### src/hw/rtl/ohb_pkg.sv
package ohb_pkg;

  // Field widths
  localparam int unsigned HashW   = 32;
  localparam int unsigned BucketW = 10;
  localparam int unsigned CountW  = 11;
  localparam int unsigned KeyW    = 8;

  // Largest usable bucket count
  localparam logic [CountW-1:0] MaxBuckets = CountW'(1024);

  // Default depth of the queue between front and back
  localparam int unsigned QueueDepthDef = 4;

  // Queue status seen by the front and the back
  typedef struct packed {
    logic full;
    logic empty;
  } q_stat_t;

endpackage

### src/hw/rtl/ohb_front.sv
module ohb_front (
  input  logic                       clk_i,
  input  logic                       rst_ni,
  input  logic                       push,
  output logic                       full,
  input  logic [ohb_pkg::KeyW-1:0]   key_byte_i,
  input  logic                       last_byte_i,
  input  ohb_pkg::q_stat_t           q_stat_i,
  output logic                       q_push_o,
  output logic [ohb_pkg::HashW-1:0]  q_data_o
);

  logic [ohb_pkg::HashW-1:0] hash_q, hash_d;
  logic [ohb_pkg::HashW-1:0] sum;
  logic [ohb_pkg::HashW-1:0] mixed;
  logic                      accept;

  // Hold off every key byte while the queue has no room for a finished key
  assign full   = q_stat_i.full;
  assign accept = push && !full;

  // Per-byte mix: add byte, add <<10, xor >>6
  always_comb begin
    sum   = hash_q + {{(ohb_pkg::HashW-ohb_pkg::KeyW){1'b0}}, key_byte_i};
    sum   = sum + (sum << 10);
    mixed = sum ^ (sum >> 6);
  end

  // Running hash update; cleared after the last byte of a key
  always_comb begin
    hash_d = hash_q;
    if (accept) begin
      hash_d = last_byte_i ? '0 : mixed;
    end
  end

  always_ff @(posedge clk_i or negedge rst_ni) begin
    if (!rst_ni) begin
      hash_q <= '0;
    end else begin
      hash_q <= hash_d;
    end
  end

  // Mixed hash of a finished key goes to the back
  assign q_push_o = accept && last_byte_i;
  assign q_data_o = mixed;

endmodule

### src/hw/rtl/ohb_queue.sv
module ohb_queue #(
  parameter int unsigned Depth = ohb_pkg::QueueDepthDef
) (
  input  logic                       clk_i,
  input  logic                       rst_ni,
  input  logic                       push_i,
  input  logic [ohb_pkg::HashW-1:0]  push_data_i,
  input  logic                       pop_i,
  output logic [ohb_pkg::HashW-1:0]  head_o,
  output ohb_pkg::q_stat_t           stat_o
);

  localparam int unsigned PtrW = (Depth > 1) ? $clog2(Depth) : 1;
  localparam int unsigned CntW = $clog2(Depth + 1);

  logic [ohb_pkg::HashW-1:0] mem_q [Depth];
  logic [PtrW-1:0]           wr_ptr_q, wr_ptr_d;
  logic [PtrW-1:0]           rd_ptr_q, rd_ptr_d;
  logic [CntW-1:0]           cnt_q, cnt_d;

  function automatic logic [PtrW-1:0] ptr_inc(input logic [PtrW-1:0] p);
    return (p == PtrW'(Depth - 1)) ? '0 : p + PtrW'(1);
  endfunction

  assign stat_o.full  = (cnt_q == CntW'(Depth));
  assign stat_o.empty = (cnt_q == '0);
  assign head_o       = mem_q[rd_ptr_q];

  // Pointer and fill count
  always_comb begin
    wr_ptr_d = push_i ? ptr_inc(wr_ptr_q) : wr_ptr_q;
    rd_ptr_d = pop_i  ? ptr_inc(rd_ptr_q) : rd_ptr_q;
    cnt_d    = cnt_q;
    if (push_i && !pop_i) begin
      cnt_d = cnt_q + CntW'(1);
    end else if (pop_i && !push_i) begin
      cnt_d = cnt_q - CntW'(1);
    end
  end

  always_ff @(posedge clk_i or negedge rst_ni) begin
    if (!rst_ni) begin
      wr_ptr_q <= '0;
      rd_ptr_q <= '0;
      cnt_q    <= '0;
    end else begin
      wr_ptr_q <= wr_ptr_d;
      rd_ptr_q <= rd_ptr_d;
      cnt_q    <= cnt_d;
    end
  end

  // Storage
  always_ff @(posedge clk_i) begin
    if (push_i) begin
      mem_q[wr_ptr_q] <= push_data_i;
    end
  end

  // Front never writes into a full queue, back never reads an empty one
  a_no_overflow: assert property (@(posedge clk_i) disable iff (!rst_ni)
    !(push_i && stat_o.full && !pop_i))
    else $error("push into full queue");

  a_no_underflow: assert property (@(posedge clk_i) disable iff (!rst_ni)
    !(pop_i && stat_o.empty))
    else $error("pop from empty queue");

  a_count_bound: assert property (@(posedge clk_i) disable iff (!rst_ni)
    cnt_q <= CntW'(Depth))
    else $error("queue count beyond depth");

endmodule

### src/hw/rtl/ohb_back.sv
module ohb_back (
  input  logic                         clk_i,
  input  logic                         rst_ni,
  input  logic [ohb_pkg::CountW-1:0]   bucket_count_i,
  input  ohb_pkg::q_stat_t             q_stat_i,
  input  logic [ohb_pkg::HashW-1:0]    q_head_i,
  output logic                         q_pop_o,
  output logic                         empty,
  input  logic                         pop,
  output logic [ohb_pkg::HashW-1:0]    hash_value_o,
  output logic [ohb_pkg::BucketW-1:0]  bucket_index_o
);

  localparam int unsigned BitW = $clog2(ohb_pkg::HashW);

  typedef enum logic [2:0] {
    StIdle,
    StFin1,
    StFin2,
    StFin3,
    StDiv,
    StWb
  } state_e;

  state_e                        state_q;
  logic                          out_valid_q;
  logic [ohb_pkg::HashW-1:0]     hash_q;
  logic [ohb_pkg::BucketW-1:0]   rem_q;
  logic [BitW-1:0]               bit_q;
  logic [ohb_pkg::HashW-1:0]     hash_out_q;
  logic [ohb_pkg::BucketW-1:0]   bucket_out_q;

  logic [ohb_pkg::CountW-1:0]    n_eff;
  logic [BitW-1:0]               bit_idx;
  logic [ohb_pkg::CountW-1:0]    rem_sh;
  logic [ohb_pkg::CountW-1:0]    rem_sub;
  logic [ohb_pkg::BucketW-1:0]   rem_nx;

  // Bucket count clamped to 1..1024
  always_comb begin
    if (bucket_count_i == '0) begin
      n_eff = ohb_pkg::CountW'(1);
    end else if (bucket_count_i > ohb_pkg::MaxBuckets) begin
      n_eff = ohb_pkg::MaxBuckets;
    end else begin
      n_eff = bucket_count_i;
    end
  end

  // One restoring remainder step per cycle, hash MSB first
  always_comb begin
    bit_idx = BitW'(ohb_pkg::HashW - 1) - bit_q;
    rem_sh  = {rem_q, hash_q[bit_idx]};
    rem_sub = rem_sh - n_eff;
    rem_nx  = (rem_sh >= n_eff) ? rem_sub[ohb_pkg::BucketW-1:0]
                                : rem_sh[ohb_pkg::BucketW-1:0];
  end

  assign q_pop_o        = (state_q == StIdle) && !q_stat_i.empty;
  assign empty          = !out_valid_q;
  assign hash_value_o   = hash_out_q;
  assign bucket_index_o = bucket_out_q;

  // Sequencer: finalize steps StFin1, StFin2 and StFin3, then bit-serial modulo, then writeback
  always_ff @(posedge clk_i or negedge rst_ni) begin
    if (!rst_ni) begin
      state_q      <= StIdle;
      out_valid_q  <= 1'b0;
      hash_q       <= '0;
      rem_q        <= '0;
      bit_q        <= '0;
      hash_out_q   <= '0;
      bucket_out_q <= '0;
    end else begin
      // Writeback below refills the slot in the same cycle it is popped
      if (pop && out_valid_q && (state_q != StWb)) begin
        out_valid_q <= 1'b0;
      end
      case (state_q)
        StIdle: begin
          if (!q_stat_i.empty) begin
            hash_q  <= q_head_i;
            state_q <= StFin1;
          end
        end
        StFin1: begin
          hash_q  <= hash_q + (hash_q << 3);
          state_q <= StFin2;
        end
        StFin2: begin
          hash_q  <= hash_q ^ (hash_q >> 11);
          state_q <= StFin3;
        end
        StFin3: begin
          hash_q  <= hash_q + (hash_q << 15);
          rem_q   <= '0;
          bit_q   <= '0;
          state_q <= StDiv;
        end
        StDiv: begin
          rem_q <= rem_nx;
          bit_q <= bit_q + BitW'(1);
          if (bit_q == BitW'(ohb_pkg::HashW - 1)) begin
            state_q <= StWb;
          end
        end
        StWb: begin
          // Wait for the result slot to free up
          if (!out_valid_q || pop) begin
            hash_out_q   <= hash_q;
            bucket_out_q <= rem_q;
            out_valid_q  <= 1'b1;
            state_q      <= StIdle;
          end
        end
        default: begin
          state_q <= StIdle;
        end
      endcase
    end
  end

  // A waiting result always lies inside the configured bucket range
  a_bucket_range: assert property (@(posedge clk_i) disable iff (!rst_ni)
    out_valid_q |-> ({1'b0, bucket_out_q} < n_eff))
    else $error("bucket index out of range");

  // Remainder stays below the divisor throughout the modulo
  a_rem_range: assert property (@(posedge clk_i) disable iff (!rst_ni)
    (state_q == StDiv) |-> ({1'b0, rem_q} < n_eff))
    else $error("partial remainder out of range");

  // A key pulled from the queue always starts the finalize sequence
  a_pop_start: assert property (@(posedge clk_i) disable iff (!rst_ni)
    q_pop_o |=> (state_q == StFin1))
    else $error("queue pop did not start finalize");

endmodule

### src/hw/rtl/one_at_a_time_hash_bucket.sv
// One-at-a-time hash with bucket reduction. Key bytes are pushed one per
// cycle; full holds off all bytes while the queue is full. last_byte_i marks
// the end of a key; each byte is mixed into the running hash in the cycle it
// is accepted. A finished key moves into a queue of QueueDepth entries; the
// back end takes it through 1 queue pull, 3 finalize steps, 32 bit-serial
// remainder steps and 1 writeback, waiting in writeback while the previous
// result is not yet popped, before the hash and bucket index show up at the
// result side. It pulls a new key only after writing back the last one, so
// the serial remainder unit limits the key rate; the queue absorbs bursts of
// up to QueueDepth short keys. bucket_count is clamped to 1..1024 and should
// only be written while the block is idle.
module one_at_a_time_hash_bucket #(
  parameter int unsigned QueueDepth = ohb_pkg::QueueDepthDef
) (
  input  logic                         clk_i,
  input  logic                         rst_ni,
  input  logic                         cfg_we_i,
  input  logic [ohb_pkg::CountW-1:0]   cfg_wdata_i,
  input  logic                         push,
  output logic                         full,
  input  logic [ohb_pkg::KeyW-1:0]     key_byte_i,
  input  logic                         last_byte_i,
  output logic                         empty,
  input  logic                         pop,
  output logic [ohb_pkg::HashW-1:0]    hash_value_o,
  output logic [ohb_pkg::BucketW-1:0]  bucket_index_o
);

  logic [ohb_pkg::CountW-1:0] bucket_count_q;
  ohb_pkg::q_stat_t           q_stat;
  logic                       q_push;
  logic [ohb_pkg::HashW-1:0]  q_wdata;
  logic                       q_pop;
  logic [ohb_pkg::HashW-1:0]  q_head;

  // Bucket count register
  always_ff @(posedge clk_i or negedge rst_ni) begin
    if (!rst_ni) begin
      bucket_count_q <= ohb_pkg::CountW'(1);
    end else if (cfg_we_i) begin
      bucket_count_q <= cfg_wdata_i;
    end
  end

  ohb_front u_front (
    .clk_i       (clk_i),
    .rst_ni      (rst_ni),
    .push        (push),
    .full        (full),
    .key_byte_i  (key_byte_i),
    .last_byte_i (last_byte_i),
    .q_stat_i    (q_stat),
    .q_push_o    (q_push),
    .q_data_o    (q_wdata)
  );

  ohb_queue #(
    .Depth (QueueDepth)
  ) u_queue (
    .clk_i       (clk_i),
    .rst_ni      (rst_ni),
    .push_i      (q_push),
    .push_data_i (q_wdata),
    .pop_i       (q_pop),
    .head_o      (q_head),
    .stat_o      (q_stat)
  );

  ohb_back u_back (
    .clk_i          (clk_i),
    .rst_ni         (rst_ni),
    .bucket_count_i (bucket_count_q),
    .q_stat_i       (q_stat),
    .q_head_i       (q_head),
    .q_pop_o        (q_pop),
    .empty          (empty),
    .pop            (pop),
    .hash_value_o   (hash_value_o),
    .bucket_index_o (bucket_index_o)
  );

endmodule
### config.mk
export PLATFORM = sky130hd
export DESIGN_NAME = one_at_a_time_hash_bucket
export DESIGN_NICKNAME = d
export VERILOG_FILES = /design/src/hw/rtl/ohb_pkg.sv /design/src/hw/rtl/ohb_front.sv /design/src/hw/rtl/ohb_queue.sv /design/src/hw/rtl/ohb_back.sv /design/src/hw/rtl/one_at_a_time_hash_bucket.sv
export SDC_FILE = /design/constraint.sdc
export NUM_CORES = 1
export LEC_CHECK = 0
export ABC_AREA = 0
export BUFFER_PORTS_ARGS = -buffer_cell sky130_fd_sc_hd__buf_2
export CAP_MARGIN = 20
export CORE_MARGIN = 1.5
export CORE_UTILIZATION = 25
export CTS_CLUSTER_DIAMETER = 120
export CTS_CLUSTER_SIZE = 25
export DETAILED_ROUTE_END_ITERATION = 6
export PLACE_DENSITY = 0.51
export RECOVER_POWER = 100
export SETUP_SLACK_MARGIN = 0.1
export SLEW_MARGIN = 10
export SYNTH_ARGS = -nofsm -noshare
export SYNTH_HDL_FRONTEND = slang
export SYNTH_SLANG_ARGS = --single-unit
### constraint.sdc
create_clock -name clk_i -period 5.2 [get_ports clk_i]
set_input_delay 0.78 -clock clk_i [delete_from_list [all_inputs] [get_ports clk_i]]
set_output_delay 0.78 -clock clk_i [all_outputs]
set_load 0.005 [all_outputs]
# After elaboration in Yosys (flattened, before gate mapping)
# Memories as Yosys holds them, arrays and structs flattened.
# Index checks and enable logic that the tools add are counted.
[op_classes] n_eq_ne=13 n_addsub=11 bitwise_logic=2 n_reduce_logical=22 magnitude_cmp=3 muxes=23
[op_table] operator="$pmux 32 s4" count=1
[op_table] operator="$add 32x32->32" count=3
[op_table] operator="$mux 32" count=2
[op_table] operator="$add 32x8->32" count=1
[op_table] operator="$xor 32x21->32" count=1
[op_table] operator="$xor 32x26->32" count=1
[op_table] operator="$mux 11" count=2
[op_table] operator="$pmux 10 s2" count=1
[op_table] operator="$pmux 3 s6" count=1
[op_table] operator="$mux 3" count=5
[op_table] operator="$ge 11x11->1" count=1
[op_table] operator="$gt 11x11->1 const B" count=1
[op_table] operator="$logic_not 11->1" count=1
[op_table] operator="$mux 10" count=1
[op_table] operator="$pmux 5 s2" count=1
[op_table] operator="$sub 10x10->10" count=1
[op_table] operator="$eq 3x3->1 const B" count=3
[op_table] operator="$logic_and 1x1->1" count=7
[op_table] operator="$eq 3x2->1 const B" count=2
[op_table] operator="$logic_not 3->1" count=2
[op_table] operator="$lt 5x6->1 const B" count=1
[op_table] operator="$mux 1" count=6
[op_table] operator="$add 5x1->5 const B" count=1
[op_table] operator="$bmux 1 s5" count=1
[op_table] operator="17 further kinds" count=27
[word_totals] ram_bits=128 wordCells=87 output_inout_bits=44 input_bits=25 mem_count=1 reg_bits=143
[memory_table] memory="u_queue.mem_q" words=4 width=32 read_ports=1 rd_ports_with_merged_regs=0 write_ports=1 line="ohb_queue.sv:16" source="logic [ohb_pkg::HashW-1:0] mem_q [Depth];"

# Longest topological paths before layout
# Gate-level depths: netlist of the first run.
[logic_depth] ltp_word=8 ltp_mapped=26 ltp_nobuf=26

# By module
# From an unflattened synthesis of the first run, not the netlist that was laid out.
[hier_totals] hier_cells=1412 hier_area_um2=16424.5
[modules_own_cells] mod="ohb_back" area_each_um2=7322.0 n_inst=1 cells_per_inst=795 seq_area_each_um2=2327.2
[modules_own_cells] mod="ohb_queue" area_each_um2=5078.6 n_inst=1 cells_per_inst=205 seq_area_each_um2=4018.9
[modules_own_cells] mod="ohb_front" area_each_um2=3574.7 n_inst=1 cells_per_inst=389 seq_area_each_um2=800.8
[modules_own_cells] mod="one_at_a_time_hash_bucket" area_each_um2=449.2 n_inst=1 cells_per_inst=23 seq_area_each_um2=276.5

# Least setup slack after synthesis of the first run
# Ideal clock, no wire load.
[synth_path] path_kind="input to register" start="input port key_byte_i[0] (netlist bit)" end="register u_front.hash_q[24] (netlist bit)" path_slack_ns=-0.739 setup_ns=0.121 t_arrival_ns=5.818 stages=26 n_path_buf=0 required_time_ns=5.079 cell_sequence="ha_1 inv_1 fa_1 nor2b_1 o21ai_0 a21boi_0 o21ai_0 a21boi_0 o21ai_0 a21boi_0 nand2_1 xnor2_1 ha_1 inv_1 fa_1 nand2b_1 a211oi_1 nand2_1 o2bb2ai_1 or3_1 a31oi_1 o31a_1 or4_4 o311ai_4 xnor2_1 a22o_1"
[synth_between] elab_chain_len=4
[synth_rtl] element="from (decl)" line="one_at_a_time_hash_bucket.sv:21" source="input logic [ohb_pkg::KeyW-1:0] key_byte_i,"
[synth_rtl] element="$add 32x8->32" line="ohb_front.sv:24" source="sum = hash_q + {{(ohb_pkg::HashW-ohb_pkg::KeyW){1'b0}}, key_byte_i};"
[synth_rtl] element="$add 32x32->32" line="ohb_front.sv:25" source="sum = sum + (sum << 10);"
[synth_rtl] element="$xor 32x26->32" line="ohb_front.sv:26" source="mixed = sum ^ (sum >> 6);"
[synth_rtl] element="via q_wdata (one bit)" line="one_at_a_time_hash_bucket.sv:32" source="logic [ohb_pkg::HashW-1:0] q_wdata;"
[synth_rtl] element="$mux 32" line="ohb_front.sv:33" source="hash_d = last_byte_i ? '0 : mixed;"
[synth_rtl] element="to (signal assigned)" line="ohb_front.sv:41" source="hash_q <= hash_d;"
[synth_rtl] element="to (decl)" line="ohb_front.sv:13" source="logic [ohb_pkg::HashW-1:0] hash_q, hash_d;"
# The timed path passes the listed nets, and every way through them passes these cells.
# A chain may end at the register's enable or synchronous reset.

# Final worst setup path of the first run
[layout_path] start="register u_front.hash_q[0] (netlist bit)" end="register u_front.hash_q[14] (netlist bit)"
[layout_between] elab_chain_len=4
[layout_rtl] element="$add 32x8->32" line="ohb_front.sv:24"
[layout_rtl] element="$add 32x32->32" line="ohb_front.sv:25"
[layout_rtl] element="$xor 32x26->32" line="ohb_front.sv:26"
[layout_rtl] element="via q_wdata (one bit)" line="one_at_a_time_hash_bucket.sv:32"
[layout_rtl] element="$mux 32" line="ohb_front.sv:33"
# The timed path passes the listed nets, and every way through them passes these cells.

==> impl_results.rst, run 1 <==
.. list-table::
   :header-rows: 1

   * - Metric
     - Value
   * - Run status
     - complete, but fails checks
   * - Violated checks
     - capacitance limit, slew limit
   * - Hold buffer count at cts
     - 0
   * - Pin count of the biggest net entering global routing
     - 69
   * - Root buffer cell
     - sky130_fd_sc_hd__clkbuf_16
   * - Setup slack of the worst register-to-register path
     - 130 ps
   * - Top cell type by total area after synthesis
     - sky130_fd_sc_hd__edfxtp_1
   * - Area of the mapped netlist
     - 0.01580 mm²
   * - Most frequent cell after synthesis
     - sky130_fd_sc_hd__dfrtp_1
   * - Number of global-route vias before repair
     - 11.52k
   * - CTS Buf Count
     - 14
   * - Die boundary width
     - 254.4 µm
   * - Relative area change from synthesis to final layout
     - 19.27%
   * - Yosys warns
     - 0
   * - Post-route DRC
     - 0
   * - Fin Clk Skew
     - 21.30 ps
   * - Initial antenna violation count
     - 0
   * - Arrival time worst endpoint
     - 5480 ps
   * - Initial DRT Pass Iterations
     - 5
   * - Nature of the critical path endpoint
     - flop
   * - Pin slew with the least headroom to its limit
     - 3808 ps
   * - Area share of the largest cell type after synthesis
     - 0.2433
   * - Starting DRC count in detailed routing
     - 846
   * - Register bit count reported by yosys
     - 271
   * - Async S/R FF share, synth
     - 0.5277
   * - Initial core utilization
     - 0.2546
   * - Worst-skew pair later-pin latency
     - 520 ps
   * - Slew Viols, Final
     - 230
   * - EDFF count, synth
     - 128
   * - Relative slew slack
     - -1.539
   * - HPWL after DPL
     - 32650 µm
   * - Cell with the largest stage delay on the worst path
     - sky130_fd_sc_hd__dfrtp_1
   * - Total nets after synthesis
     - 1500
   * - Class of the most critical hold timing path
     - flop to flop
   * - Overall via count from detail_route
     - 11.57k
   * - TritonCTS clock tree
     - built
   * - Placement row count
     - 91
   * - GRT overflow
     - 0
   * - Num Clock Sinks
     - 271
   * - CP max FO
     - 5
   * - Mean number of vias per cell
     - 4.837
   * - Final period utilization
     - 0.9742
   * - Unique masters post-synth
     - 80
   * - Routed wire length per instance
     - 18.49 µm
   * - Most Frequent Cell on Critical Path
     - sky130_fd_sc_hd__o21ai_1
   * - Area occupied by multi-input gates
     - 0.008461 mm²
   * - Average instance area after synthesis
     - 11.46 µm²
   * - Height of the die
     - 254.4 µm
   * - Top post-synthesis cells by area
     - sky130_fd_sc_hd__edfxtp_1, sky130_fd_sc_hd__dfrtp_1, sky130_fd_sc_hd__ha_1
   * - Wire length of the first global-routing pass
     - 68300 µm
   * - Unrepaired setup endpoints after global routing
     - yes
   * - Total routed wirelength
     - 44220 µm
   * - Ys flop type
     - sky130_fd_sc_hd__dfrtp_1
   * - Critical path required time
     - 5610 ps
   * - Clock Path Buffers
     - 3
   * - Worst setup SP type
     - flop
   * - CP max stage delay
     - 390 ps
   * - Register area
     - 0.007426 mm²
   * - Final Hold Fails
     - 0
   * - Share of post-route cells with drive strength above 1
     - 0.2302
   * - Filler Cell Count
     - 6384
   * - Setup TNS Final
     - 0 ps
   * - Worst Setup Path Type
     - flop to flop
   * - Final net count
     - 1669
   * - Top post-synthesis cells by count
     - sky130_fd_sc_hd__dfrtp_1, sky130_fd_sc_hd__edfxtp_1, sky130_fd_sc_hd__nand2_1
   * - Setup violation total in the final timing report
     - 0
   * - Number of nets with antenna violations after detailed routing
     - 0
   * - IO buf count
     - 68
   * - Antenna cells
     - 0
   * - Final core utilization
     - 0.3036
   * - Clock H-tree levels
     - 1
   * - Clock-pin slew on the worst setup and hold paths
     - 100 ps
   * - Number of maximum-capacitance constraint violations
     - 6
   * - Aggregate global-route resource usage
     - 0.1351
   * - Syn Inst Count
     - 1378
   * - Sequential-to-total area share from yosys stat
     - 0.4699
   * - Placer's final routability congestion estimate
     - 0.9008
   * - Clock period minus final worst setup slack
     - 5066 ps
   * - Core ar.
     - 0.06205 mm²
   * - Max Clock Freq
     - 0.1974 GHz
   * - Die Outline Area
     - 0.06470 mm²
   * - Top-level port count
     - 69
[cells in the final DEF, fill, tap and decap left out, types with 54 or more instances in the layout]
cell type                    n
sky130_fd_sc_hd__buf_4     122
sky130_fd_sc_hd__o21ai_0    72
sky130_fd_sc_hd__edfxtp_1  128
sky130_fd_sc_hd__xnor2_1    70
sky130_fd_sc_hd__nand2_1   103
sky130_fd_sc_hd__a21oi_1    73
sky130_fd_sc_hd__nor2_1     88
sky130_fd_sc_hd__mux2_2     54
sky130_fd_sc_hd__ha_1       88
sky130_fd_sc_hd__dfrtp_1   140
[logic make-up (layout without fill, tap and decap cells)]
kind of cell,Yosys count,count (layout),share of synthesized area
AND/OR/NAND/NOR,314,314,0.09410
AO/OA/AOI/OAI,355,355,0.1545
XOR/XNOR,135,135,0.07572
buffers and inverters,94,271,0.02234
flip-flops,271,271,0.4699
multiplexers,111,111,0.1031
adder cells (fa/ha/maj),98,98,0.08032
[worst max-delay path: cells and delay by family (launching register included)]
kind	cells	cell delay (ps)
AOI/OAI and AO/OA	12	1820
DFF	1	390
and+or+nand+nor	5	930
buffers and inverters	5	460
adders and majority gates	3	770
xor gates and xnor gates	3	560
[cell type report]
class	count	share of cell area
Sequential cell	271	0.3941
Clock buffer	22	0.02019
Inverter	43	0.008567
Tap cell	837	0.05558
Clock inverter	2	0.002457
Timing Repair Buffer	204	0.07000
Multi-Input combinational cell	1013	0.4491
[registers in the layout, indices dropped and copies added, names as in the netlist]
name                   flops
bucket_count_q            11
u_back.bit_q               5
u_back.bucket_index_o     10
u_back.hash_q             32
u_back.hash_value_o       32
u_back.out_valid_q         1
u_back.rem_q              10
u_back.state_q             3
u_front.hash_q            32
u_queue.cnt_q              3
u_queue.mem_q            128
u_queue.rd_ptr_q           2
u_queue.wr_ptr_q           2
[metrics by stage]
stage / setup slack (ps) / cell area, µm² / hold slack (ps) / cells
2_1_floorplan: -49.51 / 15910 / 456.0 / 1378
3_3_place_gp: -422.9 / 18000 / 480.8 / 2349
3_5_place_dp: -517.1 / 18000 / 481.1 / 2349
4_1_cts: 118.1 / 18460 / 282.7 / 2374
5_1_grt: -159.1 / 18840 / 485.8 / 2392
6_report: 134.3 / 18840 / 495.4 / 2392
[path summary, 6_finish.rpt]
path / from / endpoint / cells past startpoint
worst max-delay path: u_front.hash_q[0] / u_front.hash_q[14] / 28
worst min-delay path: u_queue.cnt_q[2] / u_queue.cnt_q[2] / 1
worst max register to register: u_front.hash_q[0] / u_front.hash_q[14] / 28
worst min register to register: u_queue.cnt_q[2] / u_queue.cnt_q[2] / 1
max in group asynchronous: rst_ni / u_queue.rd_ptr_q[0] / 2
min in group asynchronous: rst_ni / u_back.bucket_index_o[6] / 1
[routing by layer]
layer / up-vias / track usage / part of all wire
met1: 5772 / 0.1898 / 0.47
li1: 5491 / - / -
met4: 0 / 0.03605 / 0.026
met2: 243 / 0.2209 / 0.46
met5: - / 0 / 0
met3: 64 / 0.01347 / 0.038
[timing repair]
item / CTS / global route
gates cloned: 0 / 0
resized for setup: 3 / 55
setup endpoints to repair: 30 / 101
setup buffers: 1 / 19
pin swaps: 1 / 32
Power of run 1 is left out: the tool's default activity adds up to more than one toggle a clock period on the data nets, which glitch-free logic cannot reach.
==> run 2: changes to the inputs <==
--- a/config.mk
+++ b/config.mk
@@ -8,12 +8,13 @@
 export ABC_AREA = 0
 export BUFFER_PORTS_ARGS = -buffer_cell sky130_fd_sc_hd__buf_2
 export CAP_MARGIN = 20
-export CORE_MARGIN = 1.5
+export CELL_PAD_IN_SITES_DETAIL_PLACEMENT = 1
+export CELL_PAD_IN_SITES_GLOBAL_PLACEMENT = 1
 export CORE_UTILIZATION = 25
 export CTS_CLUSTER_DIAMETER = 120
 export CTS_CLUSTER_SIZE = 25
 export DETAILED_ROUTE_END_ITERATION = 6
-export PLACE_DENSITY = 0.51
+export PLACE_DENSITY = 0.58
 export RECOVER_POWER = 100
 export SETUP_SLACK_MARGIN = 0.1
 export SLEW_MARGIN = 10
==> run 2 against run 1 <==
  * The run still ends with capacitance limit, slew limit left
  * Fmax is 0.34% lower
  * Critical path depth down 2
  * Worst setup slack worse by 17 ps
  * Clock skew rose by 5.1 ps
  * Final area grew 1.7%
  * Sequential cell count stayed put
  * Critical path type unchanged
==> impl_results.rst, run 2 (synthesis gave the netlist of run 1 again) <==
.. list-table::
   :header-rows: 1

   * - Metric
     - Value
   * - Relative area change from synthesis to final layout
     - 21.24%
   * - HPWL after DPL
     - 35830 µm
   * - Top reg by flops
     - u_queue.mem_q
   * - Critical path required time
     - 5600 ps
   * - Number of nets with antenna violations after detailed routing
     - 0
   * - Placement row count
     - 91
   * - Worst-skew pair later-pin latency
     - 510 ps
   * - Clock Path Buffers
     - 3
   * - Unrepaired setup endpoints after global routing
     - yes
   * - Die Outline Area
     - 0.06419 mm²
   * - Final period utilization
     - 0.9775
   * - Top-level port count
     - 69
   * - GRT overflow
     - 0
   * - Pin count of the biggest net entering global routing
     - 55
   * - Post-Layout Cell Count
     - 2418
   * - Worst setup SP type
     - flop
   * - Share of post-route cells with drive strength above 1
     - 0.2562
   * - Wire length of the first global-routing pass
     - 74030 µm
   * - Fin Clk Skew
     - 26.45 ps
   * - Max Clock Freq
     - 0.1967 GHz
   * - Clock-pin slew on the worst setup and hold paths
     - 100 ps
   * - Antenna cells
     - 0
   * - TritonCTS clock tree
     - built
   * - Placer's final routability congestion estimate
     - 0.8767
   * - Total routed wirelength
     - 48280 µm
   * - Worst Setup Path Type
     - flop to flop
   * - Num Clock Sinks
     - 271
   * - Initial DRT Pass Iterations
     - 5
   * - Initial core utilization
     - 0.2546
   * - Relative slew slack
     - -1.106
   * - Root buffer cell
     - sky130_fd_sc_hd__clkbuf_16
   * - Slew Viols, Final
     - 121
   * - Starting DRC count in detailed routing
     - 695
   * - IO buf count
     - 68
   * - Mean number of vias per cell
     - 4.902
   * - Flip-flop count of the largest register after layout
     - 128
   * - Final net count
     - 1694
   * - Core ar.
     - 0.06205 mm²
   * - Clock period minus final worst setup slack
     - 5083 ps
   * - Aggregate global-route resource usage
     - 0.1484
   * - Number of global-route vias before repair
     - 12.37k
   * - Cell with the largest stage delay on the worst path
     - sky130_fd_sc_hd__or4_4
   * - Initial antenna violation count
     - 0
   * - CP max stage delay
     - 510 ps
   * - Commonest cells after routing, fill and taps aside
     - sky130_fd_sc_hd__buf_4, sky130_fd_sc_hd__dfrtp_1, sky130_fd_sc_hd__edfxtp_1
   * - Post-Place Cells
     - 2360
   * - Overall via count from detail_route
     - 11.85k
   * - Routed wire length per instance
     - 19.97 µm
   * - Height of the die
     - 253.4 µm
   * - CTS Buf Count
     - 15
   * - Die boundary width
     - 253.4 µm
   * - Violated checks
     - capacitance limit, slew limit
   * - Post-route DRC
     - 0
   * - Pin slew with the least headroom to its limit
     - 3159 ps
   * - Nature of the critical path endpoint
     - flop
   * - Class of the most critical hold timing path
     - primary input to flop
   * - Number of maximum-capacitance constraint violations
     - 3
   * - Setup violation total in the final timing report
     - 0
   * - Arrival time worst endpoint
     - 5480 ps
   * - Final Hold Fails
     - 0
   * - Setup TNS Final
     - 0 ps
   * - Run status
     - complete, but fails checks
   * - CP max FO
     - 5
   * - Clock H-tree levels
     - 1
   * - Most common cell after layout, fill and taps aside
     - sky130_fd_sc_hd__buf_4
## run 2: final timing paths
kind                                   start                endpoint  slack (ps)  cells past startpoint
min reg2reg                 u_queue.cnt_q[2]        u_queue.cnt_q[2]         510                      1
min                           cfg_wdata_i[0]       bucket_count_q[0]         500                      2
max reg2reg                u_front.hash_q[0]      u_front.hash_q[24]         120                     26
max in group asynchronous             rst_ni         u_back.bit_q[0]        1160                      2
max                        u_front.hash_q[0]      u_front.hash_q[24]         120                     26
min in group asynchronous             rst_ni  u_back.hash_value_o[7]        1310                      1
## run 2: through the flow
step           hold WS (ps)  utilization  worst slack [ps]  instance area (µm²)
2_1_floorplan         456.0            -            -49.51                15910
3_3_place_gp          475.0       0.2915            -459.1                18090
3_5_place_dp          486.7       0.2915            -587.9                18090
4_1_cts               231.8       0.3024             54.10                18760
5_1_grt               487.4       0.3086            -172.6                19150
6_report              497.0       0.3086             116.8                19150
## run 2: what timing repair did
action                     4_1_cts  5_1_grt
setup buffers                   20       12
hold buffers                     0        0
setup endpoints to repair       50      115
pin swaps                       18       45
gates resized for setup         13       70
## run 2: final cells by class
class | instances | area [µm²]
fillers | 6859 | 42900
multi-input cells | 1013 | 8566
flip-flops and latches | 271 | 7426
repair buffers | 228 | 1506
well taps | 837 | 1047
clock buffers | 22 | 401.6
inverters | 43 | 163.9
clock inverters | 4 | 41.29
## run 2: critical path: cells and delay by family, from the launching register on
family	cells	cell delay [ps]
and+or+nand+nor	6	1190
xor gates and xnor gates	2	260
DFF	1	400
buffers and inverters	2	70
AOI/OAI and AO/OA	12	2030
adders and majority gates	4	1040
## run 2: metal layers
layer | global-route usage | part of all wire | up-vias
li1 | - | - | 5545
met1 | 0.1959 | 0.46 | 6077
met2 | 0.2644 | 0.49 | 176
met3 | 0.01100 | 0.027 | 56
met4 | 0.02961 | 0.022 | 0
met5 | 0 | 0 | -
Power of run 2 is left out for the same reason.
